File: src/hw/rtl/sdtq_pkg.sv
// Shared types and codes for the sorted deadline timer queue.
package sdtq_pkg;

    localparam int IDX_W = 8;

    typedef enum logic [2:0] {
        MODE_TICK   = 3'd0,
        MODE_ALLOC  = 3'd1,
        MODE_SETUP  = 3'd2,
        MODE_ARM    = 3'd3,
        MODE_CANCEL = 3'd4,
        MODE_FREE   = 3'd5,
        MODE_BULK   = 3'd6
    } mode_t;

    typedef enum logic [1:0] {
        KIND_DONE   = 2'd0,
        KIND_FIRE   = 2'd1,
        KIND_SWITCH = 2'd2
    } kind_t;

    typedef enum logic [1:0] {
        ST_FREE  = 2'd0,
        ST_ALLOC = 2'd1,
        ST_RUN   = 2'd2
    } status_t;

    typedef enum logic [1:0] {
        CELL_NONE   = 2'd0,
        CELL_INSERT = 2'd1,
        CELL_REMOVE = 2'd2,
        CELL_POP    = 2'd3
    } cell_cmd_t;

    localparam logic CFG_TASK_INDEX  = 1'b0;
    localparam logic CFG_TASK_ENABLE = 1'b1;

    typedef struct packed {
        logic [2:0]  mode;
        logic [3:0]  timer_index;
        logic [31:0] delay;
        logic [7:0]  channel;
        logic [31:0] payload;
        logic        app_owned;
    } in_item_t;

    typedef struct packed {
        logic [1:0]  kind;
        logic        success;
        logic [3:0]  result_index;
        logic [7:0]  out_channel;
        logic [31:0] out_payload;
        logic        last;
    } out_item_t;

    typedef struct packed {
        logic             v;
        logic [IDX_W-1:0] idx;
        logic [31:0]      dl;
    } cell_t;

    typedef struct packed {
        cell_cmd_t        cmd;
        logic [IDX_W-1:0] idx;
        logic [31:0]      dl;
    } cell_op_t;

endpackage

File: src/hw/rtl/sorted_deadline_timer_queue.sv
// Allocate and bulk cancel walk the pool, one timer a cycle, visiting up to NUM_TIMERS timers.
// A tick bumps the count and pops each due timer; the list cells shift once per fire.
// One item is in work at a time; the output register lets the next item wait on output only.
// Reset clears the tick count, frees all timers, empties the list and zeroes the config.
module sorted_deadline_timer_queue #(
    parameter int NUM_TIMERS = 16
) (
    input  logic                clk,
    input  logic                rst_n,
    input  logic                in_valid,
    output logic                in_ready,
    input  sdtq_pkg::in_item_t  in_item,
    output logic                out_valid,
    input  logic                out_ready,
    output sdtq_pkg::out_item_t out_item,
    input  logic                cfg_valid,
    output logic                cfg_ready,
    input  logic                cfg_index,
    input  logic [3:0]          cfg_data
);

    localparam int IW = (NUM_TIMERS > 1) ? $clog2(NUM_TIMERS) : 1;
    localparam int IX = sdtq_pkg::IDX_W;

    typedef enum logic [2:0] {
        S_IDLE,
        S_DISPATCH,
        S_INS,
        S_WALK,
        S_TICK,
        S_SW,
        S_DONE
    } state_t;

    state_t              state_reg;
    sdtq_pkg::in_item_t  item_reg;
    sdtq_pkg::out_item_t out_item_reg;
    logic                out_valid_reg;
    logic [31:0]         count_reg;
    logic [31:0]         dl_reg;
    logic [IX-1:0]       cnt_reg;
    logic                ok_reg;
    logic [3:0]          resi_reg;
    logic                sw_reg;
    logic [3:0]          tti_reg;
    logic                tte_reg;

    logic [1:0]  status_reg[NUM_TIMERS];
    logic        app_reg   [NUM_TIMERS];
    logic [7:0]  chan_reg  [NUM_TIMERS];
    logic [31:0] word_reg  [NUM_TIMERS];

    sdtq_pkg::cell_op_t op;
    sdtq_pkg::cell_t    head;
    sdtq_pkg::cell_t    second;

    logic [IW-1:0] rd_a;
    logic [IX-1:0] item_idx;
    logic          idx_ok;
    logic [1:0]    rd_status;
    logic          rd_app;
    logic [7:0]    rd_chan;
    logic [31:0]   rd_word;
    logic          head_due;
    logic          next_due;
    logic          can_emit;
    logic          is_task;
    logic          bulk_hit;
    logic          walk_last;

    assign in_ready  = (state_reg == S_IDLE);
    assign out_valid = out_valid_reg;
    assign out_item  = out_item_reg;
    assign cfg_ready = 1'b1;

    assign item_idx  = IX'(item_reg.timer_index);
    assign idx_ok    = ({1'b0, item_idx} < (IX+1)'(NUM_TIMERS));
    assign head_due  = head.v && (head.dl <= count_reg);
    assign next_due  = second.v && (second.dl <= count_reg);
    assign can_emit  = !out_valid_reg || out_ready;
    assign is_task   = tte_reg && (head.idx == IX'(tti_reg));
    assign walk_last = (cnt_reg == IX'(NUM_TIMERS - 1));

    // One shared read address into the per-timer fields.
    always_comb
    begin
        case (state_reg)
            S_TICK:  rd_a = head.idx[IW-1:0];
            S_WALK:  rd_a = cnt_reg[IW-1:0];
            default: rd_a = item_idx[IW-1:0];
        endcase
    end

    assign rd_status = status_reg[rd_a];
    assign rd_app    = app_reg[rd_a];
    assign rd_chan   = chan_reg[rd_a];
    assign rd_word   = word_reg[rd_a];
    assign bulk_hit  = (rd_status != sdtq_pkg::ST_FREE) && rd_app
                       && (rd_chan == item_reg.channel);

    always_comb
    begin
        op = '{cmd: sdtq_pkg::CELL_NONE, idx: '0, dl: dl_reg};
        case (state_reg)
            S_DISPATCH:
            begin
                if (idx_ok && rd_status == sdtq_pkg::ST_RUN
                    && (item_reg.mode == sdtq_pkg::MODE_ARM
                        || item_reg.mode == sdtq_pkg::MODE_CANCEL
                        || item_reg.mode == sdtq_pkg::MODE_FREE))
                begin
                    op.cmd = sdtq_pkg::CELL_REMOVE;
                    op.idx = item_idx;
                end
            end
            S_INS:
            begin
                op.cmd = sdtq_pkg::CELL_INSERT;
                op.idx = item_idx;
            end
            S_WALK:
            begin
                if (item_reg.mode == sdtq_pkg::MODE_BULK && bulk_hit
                    && rd_status == sdtq_pkg::ST_RUN)
                begin
                    op.cmd = sdtq_pkg::CELL_REMOVE;
                    op.idx = cnt_reg;
                end
            end
            S_TICK:
            begin
                if (head_due && (is_task || can_emit))
                    op.cmd = sdtq_pkg::CELL_POP;
            end
            default:
            begin
                op.cmd = sdtq_pkg::CELL_NONE;
            end
        endcase
    end

    sdtq_chain #(
        .NUM_TIMERS (NUM_TIMERS)
    ) u_chain (
        .clk    (clk),
        .rst_n  (rst_n),
        .op     (op),
        .head   (head),
        .second (second)
    );

    always_ff @(posedge clk)
    begin
        if (state_reg == S_DISPATCH && idx_ok && item_reg.mode == sdtq_pkg::MODE_SETUP)
        begin
            chan_reg[rd_a] <= item_reg.channel;
            word_reg[rd_a] <= item_reg.payload;
        end
    end

    always_ff @(posedge clk or negedge rst_n)
    begin
        if (!rst_n)
        begin
            state_reg     <= S_IDLE;
            item_reg      <= '0;
            out_item_reg  <= '0;
            out_valid_reg <= 1'b0;
            count_reg     <= '0;
            dl_reg        <= '0;
            cnt_reg       <= '0;
            ok_reg        <= 1'b0;
            resi_reg      <= '0;
            sw_reg        <= 1'b0;
            tti_reg       <= '0;
            tte_reg       <= 1'b0;
            for (int i = 0; i < NUM_TIMERS; i++)
            begin
                status_reg[i] <= sdtq_pkg::ST_FREE;
                app_reg[i]    <= 1'b0;
            end
        end
        else
        begin
            if (cfg_valid)
            begin
                if (cfg_index == sdtq_pkg::CFG_TASK_INDEX)
                    tti_reg <= cfg_data;
                else
                    tte_reg <= cfg_data[0];
            end

            if (out_valid_reg && out_ready)
                out_valid_reg <= 1'b0;

            case (state_reg)
                S_IDLE:
                begin
                    if (in_valid)
                    begin
                        item_reg  <= in_item;
                        state_reg <= S_DISPATCH;
                    end
                end

                S_DISPATCH:
                begin
                    ok_reg   <= 1'b0;
                    resi_reg <= item_reg.timer_index;
                    cnt_reg  <= '0;
                    state_reg <= S_DONE;
                    case (item_reg.mode)
                        sdtq_pkg::MODE_TICK:
                        begin
                            count_reg <= count_reg + 32'd1;
                            sw_reg    <= 1'b0;
                            state_reg <= S_TICK;
                        end
                        sdtq_pkg::MODE_ALLOC, sdtq_pkg::MODE_BULK:
                        begin
                            resi_reg  <= '0;
                            state_reg <= S_WALK;
                        end
                        sdtq_pkg::MODE_SETUP:
                        begin
                            if (idx_ok)
                                app_reg[rd_a] <= item_reg.app_owned;
                        end
                        sdtq_pkg::MODE_ARM:
                        begin
                            if (idx_ok && rd_status != sdtq_pkg::ST_FREE)
                            begin
                                dl_reg    <= count_reg + item_reg.delay;
                                ok_reg    <= 1'b1;
                                state_reg <= S_INS;
                            end
                        end
                        sdtq_pkg::MODE_CANCEL:
                        begin
                            if (idx_ok && rd_status == sdtq_pkg::ST_RUN)
                            begin
                                status_reg[rd_a] <= sdtq_pkg::ST_ALLOC;
                                ok_reg           <= 1'b1;
                            end
                        end
                        sdtq_pkg::MODE_FREE:
                        begin
                            if (idx_ok && rd_status != sdtq_pkg::ST_FREE)
                            begin
                                status_reg[rd_a] <= sdtq_pkg::ST_FREE;
                                ok_reg           <= 1'b1;
                            end
                        end
                        default:
                        begin
                            ok_reg <= 1'b0;
                        end
                    endcase
                end

                S_INS:
                begin
                    status_reg[rd_a] <= sdtq_pkg::ST_RUN;
                    state_reg        <= S_DONE;
                end

                S_WALK:
                begin
                    if (item_reg.mode == sdtq_pkg::MODE_ALLOC)
                    begin
                        if (rd_status == sdtq_pkg::ST_FREE)
                        begin
                            status_reg[rd_a] <= sdtq_pkg::ST_ALLOC;
                            app_reg[rd_a]    <= 1'b0;
                            resi_reg         <= cnt_reg[3:0];
                            ok_reg           <= 1'b1;
                            state_reg        <= S_DONE;
                        end
                        else if (walk_last)
                            state_reg <= S_DONE;
                        else
                            cnt_reg <= cnt_reg + IX'(1);
                    end
                    else
                    begin
                        if (bulk_hit)
                        begin
                            status_reg[rd_a] <= sdtq_pkg::ST_FREE;
                            ok_reg           <= 1'b1;
                        end
                        if (walk_last)
                            state_reg <= S_DONE;
                        else
                            cnt_reg <= cnt_reg + IX'(1);
                    end
                end

                S_TICK:
                begin
                    // A post is the last beat when nothing else is due and no
                    // switch request is still owed behind it.
                    if (head_due)
                    begin
                        if (is_task)
                        begin
                            status_reg[rd_a] <= sdtq_pkg::ST_ALLOC;
                            sw_reg           <= 1'b1;
                            if (!next_due)
                                state_reg <= S_SW;
                        end
                        else if (can_emit)
                        begin
                            status_reg[rd_a] <= sdtq_pkg::ST_ALLOC;
                            out_valid_reg    <= 1'b1;
                            out_item_reg     <= '{kind: sdtq_pkg::KIND_FIRE, success: 1'b0,
                                                  result_index: head.idx[3:0],
                                                  out_channel: rd_chan,
                                                  out_payload: rd_word,
                                                  last: !next_due && !sw_reg};
                            if (!next_due)
                                state_reg <= sw_reg ? S_SW : S_IDLE;
                        end
                    end
                    else
                        state_reg <= sw_reg ? S_SW : S_IDLE;
                end

                S_SW:
                begin
                    if (can_emit)
                    begin
                        out_valid_reg <= 1'b1;
                        out_item_reg  <= '{kind: sdtq_pkg::KIND_SWITCH, success: 1'b0,
                                           result_index: tti_reg, out_channel: 8'd0,
                                           out_payload: 32'd0, last: 1'b1};
                        state_reg     <= S_IDLE;
                    end
                end

                S_DONE:
                begin
                    if (can_emit)
                    begin
                        out_valid_reg <= 1'b1;
                        out_item_reg  <= '{kind: sdtq_pkg::KIND_DONE, success: ok_reg,
                                           result_index: resi_reg, out_channel: 8'd0,
                                           out_payload: 32'd0, last: 1'b1};
                        state_reg     <= S_IDLE;
                    end
                end

                default:
                begin
                    state_reg <= S_IDLE;
                end
            endcase
        end
    end

endmodule

File: src/hw/rtl/sdtq_cell.sv
// One slot of the deadline-ordered list, shifting with its neighbors.
module sdtq_cell (
    input  logic               clk,
    input  logic               rst_n,
    input  sdtq_pkg::cell_op_t op,
    input  sdtq_pkg::cell_t    left,
    input  sdtq_pkg::cell_t    right,
    input  logic               left_ins,
    input  logic               hit_in,
    output sdtq_pkg::cell_t    data,
    output logic               ins_out,
    output logic               hit_out
);

    sdtq_pkg::cell_t cell_reg;
    sdtq_pkg::cell_t cell_next;

    // The list is sorted, so the insert condition is a step: the first cell
    // that meets it takes the new entry and the ones after it shift right.
    assign ins_out = !cell_reg.v || (cell_reg.dl >= op.dl);
    assign hit_out = hit_in || (cell_reg.v && (cell_reg.idx == op.idx));
    assign data    = cell_reg;

    always_comb
    begin
        cell_next = cell_reg;
        case (op.cmd)
            sdtq_pkg::CELL_INSERT:
            begin
                if (ins_out)
                begin
                    if (left_ins)
                        cell_next = left;
                    else
                        cell_next = '{v: 1'b1, idx: op.idx, dl: op.dl};
                end
            end
            sdtq_pkg::CELL_REMOVE:
            begin
                if (hit_out)
                    cell_next = right;
            end
            sdtq_pkg::CELL_POP:
            begin
                cell_next = right;
            end
            default:
            begin
                cell_next = cell_reg;
            end
        endcase
    end

    always_ff @(posedge clk or negedge rst_n)
    begin
        if (!rst_n)
            cell_reg <= '0;
        else
            cell_reg <= cell_next;
    end

endmodule

File: src/hw/rtl/sdtq_chain.sv
// Row of list cells holding running timers in deadline order.
module sdtq_chain #(
    parameter int NUM_TIMERS = 16
) (
    input  logic               clk,
    input  logic               rst_n,
    input  sdtq_pkg::cell_op_t op,
    output sdtq_pkg::cell_t    head,
    output sdtq_pkg::cell_t    second
);

    sdtq_pkg::cell_t data [NUM_TIMERS];
    logic            ins_c[NUM_TIMERS];
    logic            hit_c[NUM_TIMERS];

    genvar k;
    generate
        for (k = 0; k < NUM_TIMERS; k++)
        begin : g_cell
            sdtq_pkg::cell_t left_d;
            sdtq_pkg::cell_t right_d;
            logic            left_ins;
            logic            hit_in;

            if (k == 0)
            begin : g_first
                assign left_d   = '0;
                assign left_ins = 1'b0;
                assign hit_in   = 1'b0;
            end
            else
            begin : g_mid
                assign left_d   = data[k-1];
                assign left_ins = ins_c[k-1];
                assign hit_in   = hit_c[k-1];
            end

            if (k == NUM_TIMERS - 1)
            begin : g_last
                assign right_d = '0;
            end
            else
            begin : g_inner
                assign right_d = data[k+1];
            end

            sdtq_cell u_cell (
                .clk      (clk),
                .rst_n    (rst_n),
                .op       (op),
                .left     (left_d),
                .right    (right_d),
                .left_ins (left_ins),
                .hit_in   (hit_in),
                .data     (data[k]),
                .ins_out  (ins_c[k]),
                .hit_out  (hit_c[k])
            );
        end
    endgenerate

    assign head   = data[0];
    assign second = data[1];

endmodule

File: config.mk
export PLATFORM = sky130hd
export DESIGN_NAME = sorted_deadline_timer_queue
export DESIGN_NICKNAME = d
export VERILOG_FILES = /design/src/hw/rtl/sdtq_pkg.sv /design/src/hw/rtl/sorted_deadline_timer_queue.sv /design/src/hw/rtl/sdtq_cell.sv /design/src/hw/rtl/sdtq_chain.sv
export SDC_FILE = /design/constraint.sdc
export NUM_CORES = 2
export LEC_CHECK = 0
export ABC_AREA = 1
export BUFFER_PORTS_ARGS = -buffer_cell sky130_fd_sc_hd__buf_2
export CAP_MARGIN = 25
export CORE_ASPECT_RATIO = 1.5
export CORE_UTILIZATION = 64
export CTS_CLUSTER_SIZE = 12
export DETAILED_ROUTE_END_ITERATION = 16
export PLACE_DENSITY = 0.88
export SKIP_CTS_REPAIR_TIMING = 1
export SYNTH_ARGS = -nofsm -noshare
export SYNTH_HDL_FRONTEND = slang
export SYNTH_SLANG_ARGS = --single-unit
export TNS_END_PERCENT = 5
File: constraint.sdc
create_clock -name clk -period 5.67 [get_ports clk]
set_clock_uncertainty 0.1 [all_clocks]
set_input_delay 0.567 -clock clk [delete_from_list [all_inputs] [get_ports clk]]
set_output_delay 0.567 -clock clk [all_outputs]
set_load 0.02 [all_outputs]
==> out/metrics.cfg <==
[yosys]
synth_nets=10600
netlist_instances=9918
avgSynthCellArea_um2=8.85
synth_area_um2=87700
synthFlopType=dfrtp_1
synth_edf_count=640
ys_seq_area_share_pct=48.1
synth_warnings=0
async_flop_share_pct=58.9
synth_cell_types=69
synth-seq-cells=1559

[sta]
min_period_ps=5510
slew_headroom_pct=27.4
layout_setup_ws_ps=158
timing.hold.ws_ps=-61.0
min_period_over_period_pct=97.2
setup-tns-final_ps=0
tightest_slew_ps=1090
rsz0062_at_grt=yes
hold_viol=2
finalSetupViolations=0
fmax_mhz=181
drv_slew=0

[floorplan]
top_level_ports=141
start_util_pct=64.4
rows=166
fp.dieH_um=455
coreArea_um2=136000
fp.dieW_um=304
die-area_um2=139000

[global_routing]
grt_pass1_wl_um=452000
grt_pass1_vias=78200
grt_max_degree=206
track_usage_pct=42.5
grt-ovfl-total=0
antenna_found_initial=12

[run_status]
outcome=finished with violations
violations=hold timing

[drt]
drc_errors=0
viasPerCell=6.71
firstDrtPassIters=7
drt_iter0_drc=10100
avgRoutedWirePerCell_um=25.5
ant_nets=0
vias=80300
totalWireLength_um=305000

[clock_tree]
clk_pin_slew_ps=60
clk_path_buf_depth=3
cts_root_buf=clkbuf_16
cts.sinks=1559
insertion_delay_ps=860
cts_buffers=161
h-tree-depth=4
tritoncts=done

[final_layout]
ff_latch_area_um2=42200
stdcell_area_um2=98100
fin_util_pct=72.0
area_growth_pct=11.8
layout_common_cells=nand2_1 (2,415), o21ai_0 (1,101), dfrtp_1 (917)
multi_input_area_um2=40700
layout_commonest_cell=nand2_1
fin_nets=10800
largest_register_ffs=656
layout-drive-gt1-share_pct=9.97
n_fill_cell=9607

[place]
pre_cts_ws_ps=6.55
port_buffers=139
place_hpwl_um=197000
dpl_cell_area_um2=91600
gp_congestion=1.01

[hold_path]
whs_endpoint=item_reg[36]
min_path_type=in2reg
holdPathStages=3
hp-start=in_item[36]

[setup_path]
path_class=reg2reg
crit_path_end_kind=flip-flop
crit_required_ps=6290
worst-path-max-fanout=14
r2r_cells=38
rrSetupSlack_ps=160
arrival_ps=6130
cp-start-kind=flip-flop
path_common_cell=nand2_1
startpoint=state_reg[2]
r2r-end=u_chain.g_cell[14].u_cell.data[13]
crit_slowest_cell=dfrtp_1
r2r_start=state_reg[2]
max_stage_delay_ps=460

[power_and_ir_drop]
vdd_drop_max_mv=0.712
power_leakage_nw=42.1
p_per_area_nw_per_um2=670

[flow_run]
drv_cap=0

==> worst max path at each step <==
stage	to	slack [ps]	cells past startpoint
2_1_floorplan	u_chain.g_cell[2].u_cell.data[1]	1320	31
3_3_place_gp	u_chain.g_cell[12].u_cell.data[19]	170	31
3_5_place_dp	u_chain.g_cell[15].u_cell.data[29]	7	32
4_1_cts	u_chain.g_cell[15].u_cell.data[24]	-30	32
5_1_grt	u_chain.g_cell[14].u_cell.data[31]	-60	37
6_report	u_chain.g_cell[14].u_cell.data[13]	160	38
==> cell type report <==
cell class                      count  area share (%)
Tap cell                         1764            2.25
Clock inverter                     38           0.632
Antenna cell                        9          0.0230
Timing Repair Buffer              562            5.18
Clock buffer                      256            4.70
Inverter                          712            2.76
Sequential cell                  1559            43.0
Multi-Input combinational cell   7061            41.4
==> kinds of logic (layout without fill, tap and decap cells) <==
| logic type | count (synthesis) | in the layout | synth area share, % |
|---|---|---|---|
| flip-flops | 1559 | 1559 | 48.1 |
| multiplexers | 130 | 130 | 1.61 |
| adder cells (fa/ha/maj) | 610 | 610 | 8.71 |
| other | 1 | 10 | 0.00427 |
| buffers and inverters | 1298 | 1568 | 5.95 |
| XOR/XNOR | 100 | 100 | 0.998 |
| AND/OR/NAND/NOR | 3476 | 3476 | 16.2 |
| AO/OA/AOI/OAI | 2744 | 2744 | 18.4 |
==> power breakdown <==
part           switching, W  internal, W
sequential          0.00404       0.0154
combinational        0.0232       0.0122
clock               0.00487      0.00597
total                0.0321       0.0336
==> worst max-delay path, delay by kind of cell (launching register included) <==
family / cells / cell delay, ps
flip-flops: 1 / 460
AO/OA/AOI/OAI: 2 / 200
buffers and inverters: 8 / 1090
AND/OR/NAND/NOR: 28 / 3490
==> through the flow <==
| stage | total power [W] | std cells |
|---|---|---|
| 6_report | 0.0657 | 12000 |
| 5_1_grt | 0.0695 | 12000 |
| 4_1_cts | 0.0635 | 11900 |
| 3_5_place_dp | 0.0524 | 11600 |
| 3_3_place_gp | 0.0510 | 11600 |
| 2_1_floorplan | 0.0407 | 9918 |
==> synthesized netlist by cell type (50+ instances only) <==
cell | n | area (um^2)
nor2_1 | 575 | 2160
ha_1 | 609 | 7620
mux2_2 | 87 | 980
a31oi_1 | 286 | 1790
o211ai_1 | 288 | 2160
nand3_1 | 144 | 721
nor3_1 | 78 | 390
clkbuf_1 | 447 | 1680
o21ai_0 | 1103 | 5520
edfxtp_1 | 640 | 19200
nand4_1 | 97 | 607
inv_1 | 677 | 2540
o22ai_1 | 287 | 1800
nand3b_1 | 53 | 398
dfrtp_1 | 919 | 23000
buf_2 | 72 | 360
xor2_1 | 81 | 709
a21oi_1 | 429 | 2150
o21ai_2 | 71 | 622
o21ai_1 | 66 | 330
nand2_1 | 2421 | 9090
nand2_2 | 50 | 313
==> routing by layer <==
layer	wire length, um	global-route usage (%)
met1	97300	45.5
met4	34000	39.4
met3	30900	9.46
met2	143000	69.8
met5	78	0
Power figures use the tool's default switching activity.
